### config.mk
export PLATFORM = sky130hd
export DESIGN_NAME = cartridge_bank_mapper_irq_top
export DESIGN_NICKNAME = d
export VERILOG_FILES = /design/src/rtl/cbm_pkg.sv /design/src/rtl/cbm_core.sv /design/src/rtl/cartridge_bank_mapper_irq_top.sv
export SDC_FILE = /design/constraint.sdc
export NUM_CORES = 1
export LEC_CHECK = 0
export ABC_AREA = 1
export ABC_CLOCK_PERIOD_IN_PS = 7400
export BUFFER_PORTS_ARGS = -buffer_cell sky130_fd_sc_hd__buf_4
export CORE_ASPECT_RATIO = 0.75
export CORE_MARGIN = 2
export CORE_UTILIZATION = 29
export DETAILED_ROUTE_END_ITERATION = 8
export HOLD_SLACK_MARGIN = 0.06
export MAX_ROUTING_LAYER = met4
export PLACE_DENSITY = 0.43
export SLEW_MARGIN = 10
export SYNTH_ARGS = -nofsm -noshare
export SYNTH_HDL_FRONTEND = slang
export SYNTH_SLANG_ARGS = --single-unit
### constraint.sdc
create_clock -name clk_i -period 7.4 [get_ports clk_i]
set_input_delay 1.48 -clock clk_i [delete_from_list [all_inputs] [get_ports clk_i]]
set_output_delay 1.48 -clock clk_i [all_outputs]
set_load 0.005 [all_outputs]
### src/rtl/cbm_pkg.sv
// cbm_pkg: shared types and constants for the cartridge bank mapper with scanline irq
// no dependencies; used by cbm_core and cartridge_bank_mapper_irq_top
package cbm_pkg;

  localparam int unsigned ChrSlots  = 8;
  localparam int unsigned SlotW     = $clog2(ChrSlots);
  localparam int unsigned BankW     = 8;
  localparam int unsigned AddrW     = 16;
  localparam int unsigned CountW    = 9;

  localparam logic [3:0] PagePrgSel = 4'h8;
  localparam logic [3:0] PageCtrl   = 4'h9;
  localparam logic [3:0] PagePrgMid = 4'hA;
  localparam logic [3:0] PageChrLo  = 4'hB;
  localparam logic [3:0] PageChrHi  = 4'hE;
  localparam logic [3:0] PageIrq    = 4'hF;

  localparam logic [BankW-1:0]  PrgMidReset = 8'd1;
  localparam logic [CountW-1:0] CountReset  = 9'd16;
  localparam logic [BankW-1:0]  FireNormal  = 8'hFF;
  localparam logic [BankW-1:0]  FirePatch   = 8'h00;

  localparam logic [0:0] RegPatchMode = 1'b0;
  localparam logic [0:0] RegBankCount = 1'b1;

  typedef enum logic [0:0] {
    OpWrite = 1'b0,
    OpTick  = 1'b1
  } op_e;

  typedef struct packed {
    op_e              op;
    logic [AddrW-1:0] address;
    logic [BankW-1:0] write_data;
  } item_t;

  typedef struct packed {
    logic             irq_pulse;
    logic [BankW-1:0] chr_bank;
    logic [SlotW-1:0] chr_slot;
    logic             chr_update;
    logic [1:0]       mirror_mode;
    logic [BankW-1:0] prg_bank_hi;
    logic [BankW-1:0] prg_bank_mid;
    logic [BankW-1:0] prg_bank_lo;
  } result_t;

  typedef struct packed {
    logic              wr;
    logic [0:0]        idx;
    logic [CountW-1:0] data;
  } cfg_wr_t;

endpackage

### src/rtl/cbm_core.sv
// cbm_core: mapper state registers and the single-pass update for one request
// depends on cbm_pkg
module cbm_core import cbm_pkg::*; (
  input  logic              clk_i,
  input  logic              rst_ni,
  input  logic              step_i,
  input  item_t             item_i,
  input  cfg_wr_t           cfg_i,
  output result_t           result_o,
  output logic              patch_mode_o,
  output logic [CountW-1:0] bank_count_o
);

  logic [BankW-1:0]  chr_q [ChrSlots];
  logic [BankW-1:0]  prg_lo_q, prg_lo_d;
  logic [BankW-1:0]  prg_mid_q, prg_mid_d;
  logic [BankW-1:0]  prg_hi_q, prg_hi_d;
  logic              swap_q, swap_d;
  logic [1:0]        mirror_q, mirror_d;
  logic [BankW-1:0]  latch_q, latch_d;
  logic [BankW-1:0]  count_q, count_d;
  logic [1:0]        enable_q, enable_d;
  logic              patch_q;
  logic [CountW-1:0] bank_count_q;

  logic [3:0]        page;
  logic [3:0]        low;
  logic              grp_hit;
  logic [1:0]        grp;
  logic              chr_wr;
  logic [SlotW-1:0]  slot;
  logic [BankW-1:0]  chr_val;
  logic              pulse;
  logic [BankW-1:0]  fire;
  logic [3:0]        page_off;

  assign page     = item_i.address[15:12];
  assign low      = item_i.address[3:0];
  assign page_off = page - PageChrLo;
  assign slot     = {page_off[1:0], grp[0]};
  assign fire     = patch_q ? FirePatch : FireNormal;

  always_comb begin
    grp_hit = 1'b1;
    grp     = 2'd0;
    unique case (low)
      4'h0:       grp = 2'd0;
      4'h1, 4'h4: grp = 2'd1;
      4'h2, 4'h8: grp = 2'd2;
      4'h3, 4'hC: grp = 2'd3;
      default:    grp_hit = 1'b0;
    endcase
  end

  always_comb begin
    prg_lo_d  = prg_lo_q;
    prg_mid_d = prg_mid_q;
    prg_hi_d  = prg_hi_q;
    swap_d    = swap_q;
    mirror_d  = mirror_q;
    latch_d   = latch_q;
    count_d   = count_q;
    enable_d  = enable_q;
    chr_wr    = 1'b0;
    chr_val   = chr_q[slot];
    pulse     = 1'b0;
    if (item_i.op == OpTick) begin
      if (enable_q[1]) begin
        if (count_q == fire) begin
          count_d = latch_q;
          pulse   = 1'b1;
        end else begin
          count_d = count_q + 8'd1;
        end
      end
    end else begin
      priority if (page == PagePrgSel) begin
        if (swap_q) prg_hi_d = item_i.write_data;
        else prg_lo_d = item_i.write_data;
      end else if (page == PagePrgMid) begin
        prg_mid_d = item_i.write_data;
      end else if (page == PageCtrl) begin
        if (grp_hit && grp == 2'd0) begin
          mirror_d = item_i.write_data[1:0];
        end else if (grp_hit && grp == 2'd1) begin
          swap_d = item_i.write_data[1];
          if (item_i.write_data[1] != swap_q) begin
            prg_lo_d = prg_hi_q;
            prg_hi_d = prg_lo_q;
          end
        end
      end else if (page >= PageChrLo && page <= PageChrHi) begin
        if (grp_hit) begin
          chr_wr = 1'b1;
          if (grp[1]) chr_val = {item_i.write_data[3:0], chr_q[slot][3:0]};
          else chr_val = {chr_q[slot][7:4], item_i.write_data[3:0]};
        end
      end else if (page == PageIrq) begin
        if (grp_hit) begin
          unique case (grp)
            2'd0: latch_d = {latch_q[7:4], item_i.write_data[3:0]};
            2'd1: begin
              enable_d = item_i.write_data[1:0];
              if (item_i.write_data[1]) count_d = latch_q;
            end
            2'd2: latch_d = {item_i.write_data[3:0], latch_q[3:0]};
            default: enable_d = {2{enable_q[0]}};
          endcase
        end
      end else begin
        // undecoded page, nothing changes
      end
    end
  end

  always_ff @(posedge clk_i or negedge rst_ni) begin
    if (!rst_ni) begin
      prg_lo_q     <= '0;
      prg_mid_q    <= PrgMidReset;
      prg_hi_q     <= BankW'(CountReset - 9'd2);
      swap_q       <= 1'b0;
      mirror_q     <= '0;
      latch_q      <= '0;
      count_q      <= '0;
      enable_q     <= '0;
      patch_q      <= 1'b0;
      bank_count_q <= CountReset;
      for (int i = 0; i < ChrSlots; i++) chr_q[i] <= '0;
    end else if (cfg_i.wr) begin
      if (cfg_i.idx == RegPatchMode) begin
        patch_q <= cfg_i.data[0];
      end else begin
        bank_count_q <= cfg_i.data;
        prg_hi_q     <= BankW'(cfg_i.data - 9'd2);
      end
    end else if (step_i) begin
      prg_lo_q  <= prg_lo_d;
      prg_mid_q <= prg_mid_d;
      prg_hi_q  <= prg_hi_d;
      swap_q    <= swap_d;
      mirror_q  <= mirror_d;
      latch_q   <= latch_d;
      count_q   <= count_d;
      enable_q  <= enable_d;
      if (chr_wr) chr_q[slot] <= chr_val;
    end
  end

  always_comb begin
    result_o.prg_bank_lo  = prg_lo_d;
    result_o.prg_bank_mid = prg_mid_d;
    result_o.prg_bank_hi  = prg_hi_d;
    result_o.mirror_mode  = mirror_d;
    result_o.chr_update   = chr_wr;
    result_o.chr_slot     = chr_wr ? slot : '0;
    result_o.chr_bank     = chr_wr ? chr_val : '0;
    result_o.irq_pulse    = pulse;
  end

  assign patch_mode_o = patch_q;
  assign bank_count_o = bank_count_q;

endmodule

### src/rtl/cartridge_bank_mapper_irq_top.sv
// cartridge_bank_mapper_irq_top: stream wrapper with request and result registers, apb port
// depends on cbm_pkg and cbm_core
// from request accept to result valid: request register, then result register
// throughput: one request per cycle, stalls only while the result register is held by tready
// the update for a request is a single pass of decode logic into the state registers
// reset: asynchronous active low; all mapper state to power-on values, both stages empty
module cartridge_bank_mapper_irq_top import cbm_pkg::*; (
  input  logic        clk_i,
  input  logic        rst_ni,
  input  logic        s_axis_tvalid,
  output logic        s_axis_tready,
  input  logic [23:0] s_axis_tdata,  // address[15:0], write_data[23:16]
  input  logic        s_axis_tuser,  // opcode
  output logic        m_axis_tvalid,
  input  logic        m_axis_tready,
  // prg_bank_lo, prg_bank_mid, prg_bank_hi, mirror_mode, chr_update, chr_slot,
  // chr_bank, irq_pulse, zero pad
  output logic [39:0] m_axis_tdata,
  input  logic        psel,
  input  logic        penable,
  input  logic        pwrite,
  input  logic [2:0]  paddr,
  input  logic [31:0] pwdata,
  output logic [31:0] prdata,
  output logic        pready
);

  logic    in_valid_q;
  item_t   in_q;
  logic    out_valid_q;
  result_t out_q;
  logic    advance;
  result_t result;
  cfg_wr_t cfg_wr;
  logic              patch_mode;
  logic [CountW-1:0] bank_count;

  assign advance       = in_valid_q && (!out_valid_q || m_axis_tready);
  assign s_axis_tready = !in_valid_q || advance;

  always_ff @(posedge clk_i or negedge rst_ni) begin
    if (!rst_ni) begin
      in_valid_q  <= 1'b0;
      out_valid_q <= 1'b0;
    end else begin
      if (s_axis_tready) in_valid_q <= s_axis_tvalid;
      if (advance) out_valid_q <= 1'b1;
      else if (m_axis_tready) out_valid_q <= 1'b0;
    end
  end

  always_ff @(posedge clk_i) begin
    if (s_axis_tvalid && s_axis_tready) begin
      in_q.op         <= op_e'(s_axis_tuser);
      in_q.address    <= s_axis_tdata[15:0];
      in_q.write_data <= s_axis_tdata[23:16];
    end
    if (advance) out_q <= result;
  end

  assign pready      = 1'b1;
  assign cfg_wr.wr   = psel && penable && pwrite;
  assign cfg_wr.idx  = paddr[2];
  assign cfg_wr.data = pwdata[CountW-1:0];

  always_comb begin
    unique case (paddr[2])
      RegPatchMode: prdata = {31'd0, patch_mode};
      default:      prdata = {{(32 - CountW){1'b0}}, bank_count};
    endcase
  end

  cbm_core u_core (
    .clk_i        (clk_i),
    .rst_ni       (rst_ni),
    .step_i       (advance),
    .item_i       (in_q),
    .cfg_i        (cfg_wr),
    .result_o     (result),
    .patch_mode_o (patch_mode),
    .bank_count_o (bank_count)
  );

  assign m_axis_tvalid = out_valid_q;
  assign m_axis_tdata  = {1'b0, out_q};

`ifndef NO_ASSERTIONS
  a_no_stall_when_empty: assert property (@(posedge clk_i) disable iff (!rst_ni)
    !out_valid_q |-> s_axis_tready)
    else $error("request side stalled with an empty result register");

  a_pulse_only_on_tick: assert property (@(posedge clk_i) disable iff (!rst_ni)
    (advance && result.irq_pulse) |-> (in_q.op == OpTick))
    else $error("irq pulse raised by a cpu write");

  a_chr_only_on_write: assert property (@(posedge clk_i) disable iff (!rst_ni)
    (advance && result.chr_update) |-> (in_q.op == OpWrite))
    else $error("character slot updated by a tick");

  a_chr_idle_zero: assert property (@(posedge clk_i) disable iff (!rst_ni)
    (out_valid_q && !out_q.chr_update) |-> (out_q.chr_slot == '0 && out_q.chr_bank == '0))
    else $error("character fields not cleared without an update");

  a_result_follows_advance: assert property (@(posedge clk_i) disable iff (!rst_ni)
    advance |=> out_valid_q)
    else $error("result lost after a processed request");
`endif

endmodule
==> results of run 1 <==
[state kept, by name, summed over array words and instances (netlist names), 2 cells and up]
| signal | flops |
|---|---|
| u_core.mirror_q | 2 |
| u_core.prg_lo_q | 8 |
| u_core.chr_q | 64 |
| u_core.enable_q | 2 |
| u_core.prg_hi_q | 8 |
| m_axis_tdata | 39 |
| u_core.bank_count_o | 9 |
| in_q | 17 |
| u_core.latch_q | 8 |
| u_core.prg_mid_q | 8 |
| u_core.count_q | 8 |
[where the power goes]
group	leakage [nW]	internal, mW	switching (mW)
clock	0.294	0.548	0.408
sequential	2.17	1.18	0.0978
combinational	3.12	0.209	0.366
[worst paths after layout]
| kind | startpoint | slack, ns | endpoint | cells past startpoint |
|---|---|---|---|---|
| setup / recovery | in_q[20]$_DFFE_PP_ | 3.79 | m_axis_tdata[31]$_SDFFCE_PP0P_ | 10 |
| hold / removal | u_core.prg_hi_q[2]$_DFFE_PN1P_ | 0.47 | u_core.prg_hi_q[2]$_DFFE_PN1P_ | 2 |
| setup reg to reg | in_q[20]$_DFFE_PP_ | 3.79 | m_axis_tdata[31]$_SDFFCE_PP0P_ | 10 |
| hold reg to reg | u_core.prg_hi_q[2]$_DFFE_PN1P_ | 0.47 | u_core.prg_hi_q[2]$_DFFE_PN1P_ | 2 |
| max in group asynchronous | rst_ni | 5.33 | u_core.chr_q[48]$_DFFE_PN0P_ | 2 |
| min in group asynchronous | rst_ni | 1.01 | u_core.prg_hi_q[0]$_DFFE_PN0P_ | 1 |
[synth_stat cells, types with 10 or more instances]
cell,n,area (µm²)
a31oi_1,10,62.6
buf_2,11,55.1
buf_4,28,210
clkbuf_1,12,45.0
dfrtp_1,116,2900
edfxtp_1,56,1680
inv_1,81,304
inv_2,10,37.5
nand2_1,457,1720
nand2_2,10,62.6
nand3_1,160,801
nor2_1,32,120
o21ai_0,39,195
[layer usage]
metal	share of wire, %	track usage (%)	vias up
li1	-	-	3777
met1	55	27.8	3631
met2	39	21.9	161
met3	4.3	2.92	15
met4	0.92	4.23	0
met5	0	-	-
[metrics by stage]
stage	instances	worst slack (ns)	hold WS (ns)	util, %
global placement	1608	3.46	0.452	32.7
floorplan	1165	3.41	0.440	-
detailed placement	1608	3.44	0.456	32.7
finish	1640	3.79	0.472	34.7
CTS	1640	3.77	0.474	34.7
global route	1640	3.39	0.489	34.7
[worst max-delay path, stage by stage (launching register included)]
cell	delay, ns
edfxtp_1	0.32
buf_4	0.26
clkinv_1	0.62
ha_1	0.56
nand2_4	0.23
nand2_2	0.10
nor2_2	0.15
nand2_4	0.11
nor2_8	0.19
clkinv_1	0.38
a21oi_1	0.43
[cell type report]
class | instances | area share [%]
multi-input cells | 829 | 36.4
clock buffers | 21 | 4.52
well taps | 406 | 4.66
inverters | 104 | 3.76
clock inverters | 11 | 1.12
repair buffers | 92 | 6.33
flip-flops and latches | 177 | 43.2
[kinds of logic (layout without fill, tap and decap cells)]
group	count (synthesis)	count (layout)
AND/OR/NAND/NOR	720	720
flip-flops	177	177
buffers and inverters	159	228
AO/OA/AOI/OAI	71	71
XOR/XNOR	7	7
adder cells (fa/ha/maj)	6	6
other	2	25
==> out/results.tsv, run 1 <==
stage	metric	value	unit
run_status	status	completed	
timing	setup TNS	0	ns
global_route	GRT overflow	0	
cells_and_area	n_diodes	0	
routing	# DRC	0	
power_and_ir_drop	Cell Pwr Density	258	nW/µm²
clock_network	clock buffer depth	2	
global_route	initial antenna violation count	0	
synthesis	Post-Synth XOR/XNOR Area	0.656	%
cells_and_area	FF/Latch Area	4720	µm²
cells_and_area	final instance area	10900	µm²
placed_design	dpl hpwl	19500	µm
cells_and_area	commonest non-fill, non-tap cell in the layout	nand2_1	
worst_hold_path	min-delay worst type	flip-flop to flip-flop	
cells_and_area	Area Growth Syn to Fin	16.8	%
synthesis	syn_area_per_cell	8.18	µm²
synthesis	main flop type after synthesis	dfrtp_1	
floorplan	IO Pins	142	
setup_path	Crit path required time	7.61	ns
synthesis	simple-gate share of the synthesized area	35.7	%
floorplan	effective utilization at floorplan	29.7	%
clock_network	TritonCTS Buffers	17	
synthesis	Post-Synth Adder-Cell Area	0.804	%
synthesis	post-synth cell types	39	
synthesis	Ys Warns	0	
synthesis	mux contribution to synthesized area	0	%
flow_run	max-cap viol count	0	
placed_design	Port Buffer Count	83	
synthesis	largest family of logic cells by synthesized area	simple AND/OR/NAND/NOR gates	
cells_and_area	fin nets	1294	
global_route	Tot GR Track Use	17.4	%
clock_network	CTS-repair resized insts	0	
global_route	largest net degree at the start of global routing	47	
setup_path	CP Max Fanout	20	
setup_path	Crit. End Element	flip-flop	
floorplan	Rows	56	
clock_network	Hold Buf Count CTS	0	
power_and_ir_drop	Leak	5.58	nW
synthesis	fraction of registers with async set/reset	68.4	%
synthesis	Seq/Total Area, Yosys	50.5	%
routing	Initial DRC Count	684	
floorplan	Die H	159	µm
power_and_ir_drop	worst ir drop on vdd	0.134	mV
clock_network	CTS clk-pin slew, worst paths	0.07	ns
clock_network	# Post-CTS Setup Buffers	0	
synthesis	Mapped Cells	1142	
cells_and_area	Fillers	3278	
timing	Tightest Pin Transition	0.817	ns
clock_network	Root Buffer	clkbuf_16	
routing	ANT nets after route	0	
placed_design	cell area after placement	10300	µm²
routing	First-pass DRT Iterations	5	
clock_network	clk sinks	177	
synthesis	number of synthesized flops with an enable pin	56	
power_and_ir_drop	total power draw	2.81	mW
timing	final setup vio count	0	
global_route	vias in the first global route	6988	
cells_and_area	most frequent cells in the layout	nand2_1 (457), nand3_1 (160), dfrtp_1 (116)	
cells_and_area	area of the multi-input gates	3970	µm²
cells_and_area	ratio of cells with drive above 1 in the final layout	16.2	%
routing	vias per cell	4.62	
timing	relative slew slack	45.2	%
floorplan	die area	33700	µm²
floorplan	Die X	211	µm
timing	unrepaired setup endpoints after global routing	no	
routing	Detailed Route WL	27700	µm
routing	routed vias	7584	
clock_network	CTS tree	yes	
synthesis	Compound-Gate Fraction of Synth Area	4.19	%
timing	Tcrit/Tclk final	48.7	%
synthesis	Syn Std Cell Area	9340	µm²
clock_network	H-tree depth	4	
timing	fmax	0.277	GHz
global_route	first-pass GRT wire length	42900	µm
setup_path	crit start category	flip-flop	
floorplan	core area	31500	µm²
placed_design	GP Congestion	0.850	
timing	max-slew violation count	0	
timing	final hold violations	0	
clock_network	Skew-Pair Late Insertion Delay	0.44	ns
setup_path	crit path DAT	3.82	ns
routing	wire length per cell	16.9	µm
synthesis	flops & latches, synth	177	
timing	clock skew	0.0145	ns
setup_path	Setup CP Type	flip-flop to flip-flop	
timing	fin crit period	3.61	ns
(Power assumes the default switching activity.)
==> inputs of run 2 (changes only) <==
Settings changed: ABC_CLOCK_PERIOD_IN_PS 7400 to 3600.
Clock period 7.4 ns to 3.6 ns, I/O delays scaled along.
==> out/results.tsv, run 2 (synthesis gave the netlist of run 1 again) <==
stage	metric	value	unit	change
clock_network	clock buffer depth	2		unchanged
floorplan	core area	31500	µm²	unchanged
timing	WHS	0.191	ns	-0.281 ns
power_and_ir_drop	sequential share of power	46.3	%	+0.7 points
power_and_ir_drop	Comb power frac	20.9	%	+0.4 points
power_and_ir_drop	clock power share	32.7	%	-1.3 points
power_and_ir_drop	Psw	1.79	mW	+110%
clock_network	H-tree depth	4		unchanged
routing	Detailed Route WL	27800	µm	+0.17%
cells_and_area	commonest non-fill, non-tap cell in the layout	nand2_1		
setup_path	CP Max Fanout	26		+30%
global_route	largest net degree at the start of global routing	69		+47%
clock_network	Skew-Pair Late Insertion Delay	0.44	ns	about the same
cells_and_area	Finished Layout Cells	1645		+0.30%
timing	fin crit period	2.82	ns	-0.789 ns
setup_path	Register-to-Register Path Depth	11		+1
routing	First-pass DRT Iterations	5		unchanged
power_and_ir_drop	Pint	3.90	mW	+100%
clock_network	CTS-repair resized insts	0		unchanged
placed_design	dpl hpwl	19700	µm	+0.98%
floorplan	die area	33700	µm²	unchanged
clock_network	CTS tree	yes		
routing	ANT nets after route	0		unchanged
global_route	GRT overflow	0		unchanged
timing	post-route worst setup slack	0.783	ns	-3.01 ns
setup_path	Crit path required time	3.89	ns	-3.72 ns
global_route	initial antenna violation count	0		unchanged
power_and_ir_drop	worst ir drop on vdd	0.220	mV	+64%
cells_and_area	Biggest register	u_core.chr_q		
run_status	status	completed		
setup_path	CP startpoint	in_q[8]$_DFFE_PP_		
placed_design	cell area after placement	10300	µm²	+0.49%
power_and_ir_drop	Leak	5.58	nW	about the same
placed_design	GP Congestion	0.843		-0.82%
cells_and_area	Area Growth Syn to Fin	16.8	%	about the same
cells_and_area	Fillers	3301		+0.70%
setup_path	crit path DAT	3.11	ns	-0.71 ns
timing	final setup vio count	0		unchanged
routing	vias per cell	4.65		+0.62%
cells_and_area	Finished Core Util	34.7	%	about the same
global_route	Tot GR Track Use	17.4	%	+0.046 points
setup_path	reg2reg start	in_q[8]$_DFFE_PP_		
timing	fmax	0.355	GHz	+28%
timing	setup TNS	0	ns	unchanged
routing	routed vias	7654		+0.92%
timing	relative slew slack	47.4	%	+2.1 points
timing	final hold violations	0		unchanged
setup_path	crit start category	flip-flop		
cells_and_area	n_diodes	0		unchanged
floorplan	IO Pins	142		unchanged
global_route	first-pass GRT wire length	42900	µm	about the same
power_and_ir_drop	total power draw	5.69	mW	+100%
flow_run	max-cap viol count	0		unchanged
timing	clock skew	0.0134	ns	-0.00111 ns
placed_design	placed insts	1613		+0.31%
setup_path	R2R setup slack	0.78	ns	-3.01 ns
setup_path	Setup CP Type	flip-flop to flip-flop		
cells_and_area	fin nets	1299		+0.39%
global_route	vias in the first global route	7078		+1.3%
setup_path	RR Endpoint	m_axis_tdata[33]$_SDFFCE_PP0P_		
cells_and_area	final instance area	10900	µm²	about the same
clock_network	Root Buffer	clkbuf_16		
timing	max-slew violation count	0		unchanged
placed_design	post-place setup slack	0.811	ns	-2.63 ns
floorplan	effective utilization at floorplan	29.7	%	unchanged
routing	wire length per cell	16.9	µm	-0.14%
cells_and_area	ratio of cells with drive above 1 in the final layout	16.3	%	+0.096 points
routing	# DRC	0		unchanged
timing	Tcrit/Tclk final	78.2	%	+30 points
timing	unrepaired setup endpoints after global routing	no		
clock_network	clk sinks	177		unchanged
clock_network	CTS clk-pin slew, worst paths	0.07	ns	about the same
placed_design	Port Buffer Count	83		unchanged
floorplan	Die X	211	µm	unchanged
timing	Tightest Pin Transition	0.785	ns	-0.0320 ns
clock_network	Hold Buf Count CTS	0		unchanged
routing	Initial DRC Count	703		+2.8%
floorplan	Rows	56		unchanged
clock_network	TritonCTS Buffers	17		unchanged
cells_and_area	most frequent cells in the layout	nand2_1 (457), nand3_1 (160), dfrtp_1 (116)		
worst_hold_path	min-delay worst type	input pin to asynchronous set/reset pin		
floorplan	Die H	159	µm	unchanged
setup_path	Crit. End Element	flip-flop		
clock_network	# Post-CTS Setup Buffers	0		unchanged
power_and_ir_drop	switching portion of total power	31.5	%	+0.51 points
power_and_ir_drop	Cell Pwr Density	521	nW/µm²	+100%
cells_and_area	max reg flops	64		unchanged
[run 2: cell types whose count changed in the layout (fill, tap and decap cells not counted)]
cell       previous run  this run
buf_12                0         1
buf_4                92        96
clkbuf_1              1         3
clkbuf_16            19        17
clkbuf_8              1         0
clkinv_1              6         7
clkinv_2              2         0
clkinv_4              1         2
inv_6                 2         3
[run 2: cell type report]
type	instances	area [µm²]	area share, %
Clock buffer	20	437	4.00
Clock inverter	12	134	1.23
Inverter	104	410	3.76
Multi-Input combinational cell	829	3970	36.4
Sequential cell	177	4720	43.2
Tap cell	406	508	4.65
Timing Repair Buffer	97	741	6.79
[run 2: per-layer routing]
metal | GRT usage (%) | share of wire, %
met5 | - | 0
met4 | 4.23 | 0.94
met3 | 3.75 | 5.4
met2 | 20.8 | 38
met1 | 28.4 | 56
[run 2: power by group through the flow]
stage	clock (mW)	combinational, mW	sequential [mW]
finish	1.86	1.19	2.64
global route	2.00	1.35	2.68
CTS	1.91	1.21	2.64
detailed placement	0	1.20	2.67
global placement	0	1.19	2.68
floorplan	0	0.757	2.63
[run 2: how the worst max path moves through the flow]
stage | endpoint | slack (ns) | cells past startpoint
CTS | m_axis_tdata[36]$_SDFFCE_PP0P_ | 0.79 | 11
floorplan | u_core.chr_q[48]$_DFFE_PN0P_ | 0.37 | 9
global placement | m_axis_tdata[36]$_SDFFCE_PP0P_ | 0.80 | 11
global route | m_axis_tdata[36]$_SDFFCE_PP0P_ | 0.55 | 11
detailed placement | m_axis_tdata[36]$_SDFFCE_PP0P_ | 0.81 | 11
finish | m_axis_tdata[33]$_SDFFCE_PP0P_ | 0.78 | 11
[run 2: critical path: stages, from the launching register on]
cell and delay, ns:
edfxtp_1 0.46, inv_2 0.12, nand2_1 0.07, nand2_2 0.31, nand2_4 0.33, inv_2 0.50, nand2_1 0.09, nand3_1 0.16
nand3_1 0.11, nand3_2 0.26, nand2_1 0.13, nor2_1 0.11
==> inputs of run 3 (changes only) <==
Settings changed: ABC_CLOCK_PERIOD_IN_PS 3600 to 2260, PLACE_DENSITY 0.43 to 0.45.
Clock period 3.6 ns to 2.26 ns, I/O delays scaled along.
==> out/results.tsv, run 3 (synthesis gave the netlist of run 1 again) <==
stage	metric	value	unit	change
cells_and_area	Area Growth Syn to Fin	21.8	%	
setup_path	CP Max Fanout	8		-69%
placed_design	Port Buffer Count	83		unchanged
worst_hold_path	min-delay worst type	input pin to flip-flop		
timing	final hold violations	0		unchanged
flow_run	max-cap viol count	0		unchanged
floorplan	die area	33700	µm²	unchanged
power_and_ir_drop	Leak	5.85	nW	+4.8%
floorplan	core area	31500	µm²	unchanged
timing	post-route worst setup slack	0.143	ns	-0.640 ns
clock_network	clk sinks	177		unchanged
cells_and_area	most frequent cells in the layout	nand2_1 (456), nand3_1 (160), buf_4 (137)		
routing	First-pass DRT Iterations	5		unchanged
setup_path	cell class contributing the biggest share of worst-path delay	simple AND/OR/NAND/NOR gates		
power_and_ir_drop	Psw	2.95	mW	+64%
setup_path	cell chain of the critical path	clkinv_2, ha_4, nor2_1, nand2_2, nand2_2, nor2_4, nand2_4, nor2_8, nand2_8, nor2_8, inv_4, nand2_1, nand2_1		
global_route	vias in the first global route	7413		+4.7%
setup_path	Worst path depth	13		+2
setup_path	crit path DAT	2.45	ns	-0.66 ns
clock_network	CTS clk-pin slew, worst paths	0.08	ns	about the same
timing	relative slew slack	56.9	%	+9.5 points
floorplan	effective utilization at floorplan	29.7	%	unchanged
global_route	largest net degree at the start of global routing	46		-33%
cells_and_area	ratio of cells with drive above 1 in the final layout	20.4	%	+4.1 points
power_and_ir_drop	sequential share of power	46.3	%	about the same
clock_network	TritonCTS Buffers	17		unchanged
global_route	initial antenna violation count	0		unchanged
placed_design	post-place setup slack	0.102	ns	-0.710 ns
setup_path	Crit path required time	2.59	ns	-1.30 ns
setup_path	Setup CP Type	flip-flop to flip-flop		
floorplan	Die X	211	µm	unchanged
run_status	status	completed		
setup_path	R2R setup slack	0.14	ns	-0.64 ns
global_route	GRT overflow	0		unchanged
clock_network	clock buffer depth	2		unchanged
clock_network	CTS tree	yes		
power_and_ir_drop	Comb power frac	21.5	%	+0.6 points
routing	wire length per cell	16.5	µm	-2.2%
timing	setup TNS	0	ns	unchanged
timing	Tcrit/Tclk final	93.7	%	+15 points
placed_design	dpl hpwl	20200	µm	+2.5%
cells_and_area	Biggest register	u_core.chr_q		
setup_path	RR Endpoint	u_core.chr_q[14]$_DFFE_PN0P_		
timing	final setup vio count	0		unchanged
floorplan	IO Pins	142		unchanged
floorplan	Die H	159	µm	unchanged
timing	Tightest Pin Transition	0.645	ns	-0.140 ns
power_and_ir_drop	switching portion of total power	32.5	%	+0.97 points
setup_path	reg2reg start	in_q[20]$_DFFE_PP_		
clock_network	Skew-Pair Late Insertion Delay	0.45	ns	about the same
placed_design	GP Congestion	0.870		+3.2%
timing	fmax	0.472	GHz	+33%
setup_path	Critical Path End	u_core.chr_q[14]$_DFFE_PN0P_		
routing	vias per cell	4.60		-1.1%
setup_path	critical path's largest stage delay	0.46	ns	-0.04 ns
cells_and_area	commonest non-fill, non-tap cell in the layout	nand2_1		
setup_path	Register-to-Register Path Depth	13		+2
global_route	Tot GR Track Use	17.7	%	+0.25 points
timing	fin crit period	2.12	ns	-0.700 ns
power_and_ir_drop	clock power share	32.1	%	-0.6 points
floorplan	Rows	56		unchanged
setup_path	CP startpoint	in_q[20]$_DFFE_PP_		
timing	clock skew	0.0192	ns	+0.00583 ns
routing	Initial DRC Count	704		+0.14%
global_route	first-pass GRT wire length	43900	µm	+2.4%
routing	# DRC	0		unchanged
clock_network	H-tree depth	4		unchanged
routing	Detailed Route WL	28000	µm	+0.58%
clock_network	Root Buffer	clkbuf_16		
setup_path	Crit. End Element	flip-flop		
power_and_ir_drop	Pint	6.12	mW	+57%
timing	unrepaired setup endpoints after global routing	no		
cells_and_area	fin nets	1346		+3.6%
power_and_ir_drop	Cell Pwr Density	797	nW/µm²	+53%
timing	max-slew violation count	0		unchanged
routing	ANT nets after route	0		unchanged
power_and_ir_drop	worst ir drop on vdd	0.453	mV	+110%
routing	routed vias	7785		+1.7%
setup_path	Slowest-stage cell, CP	edfxtp_1		
setup_path	Critical path buffers and inverters	2		unchanged
cells_and_area	n_diodes	0		unchanged
setup_path	crit start category	flip-flop		
cells_and_area	max reg flops	64		unchanged
run 3: cell count changes in the layout (fill, tap and decap cells not counted), moves of 2 or more:
| cell | delta |
|---|---|
| clkbuf_1 | -3 |
| buf_4 | +41 |
| bufinv_16 | -2 |
| clkinv_4 | +2 |
| clkinv_1 | -6 |
| inv_8 | +3 |
| clkinv_2 | +5 |
| inv_4 | +2 |
| buf_12 | +5 |
| ha_1 | -2 |
run 3: final cells by class:
type	instances	area [µm²]
sequential	177	4720
tap	406	508
clock inverter	14	126
inverter	104	420
fill	3291	20100
multi-input combinational	829	4010
clock buffer	18	439
timing repair buffer	144	1160
run 3: per-layer routing:
metal | global-route usage (%) | share of wire [%] | vias up
met5 | - | 0 | -
met2 | 22.5 | 39 | 229
met1 | 27.9 | 54 | 3631
li1 | - | - | 3904
met3 | 3.45 | 6.0 | 21
met4 | 4.03 | 0.98 | 0
run 3: power by group through the flow:
stage | Clock [mW] | Sequential, mW | Combinational (mW)
6_report | 2.91 | 4.20 | 1.95
5_1_grt | 3.10 | 4.26 | 2.23
4_1_cts | 2.98 | 4.20 | 1.97
3_5_place_dp | 0 | 4.25 | 1.96
3_3_place_gp | 0 | 4.25 | 1.95
2_1_floorplan | 0 | 4.18 | 1.22
run 3: what timing repair did:
item / CTS / global route
hold buffers: 1 / 0
gates resized for setup: 0 / 6
endpoints found under the hold margin: 13 / 0
setup endpoints to repair: 0 / 45
buffers inserted: 0 / 11
run 3: worst min-delay path by stage:
stage                      from                        endpoint  slack [ns]  cells past startpoint
2_1_floorplan            rst_ni          in_valid_q$_DFFE_PN0N_        0.16                      0
3_3_place_gp             rst_ni  u_core.prg_hi_q[5]$_DFFE_PN0P_        0.38                      1
3_5_place_dp             rst_ni  u_core.prg_hi_q[5]$_DFFE_PN0P_        0.38                      1
4_1_cts        s_axis_tdata[22]               in_q[6]$_DFFE_PP_        0.16                      1
5_1_grt        s_axis_tdata[22]               in_q[6]$_DFFE_PP_        0.16                      1
6_report       s_axis_tdata[22]               in_q[6]$_DFFE_PP_        0.18                      1
run 3: metrics by stage:
stage	instance area, µm²	utilization, %	instances	total power [mW]	hold slack (ns)
global placement	10700	33.9	1648	6.20	0.382
CTS	11200	35.7	1681	9.15	0.160
global route	11400	36.2	1692	9.59	0.163
detailed placement	10700	33.9	1648	6.21	0.377
finish	11400	36.2	1692	9.06	0.177
floorplan	9460	-	1165	5.40	0.156
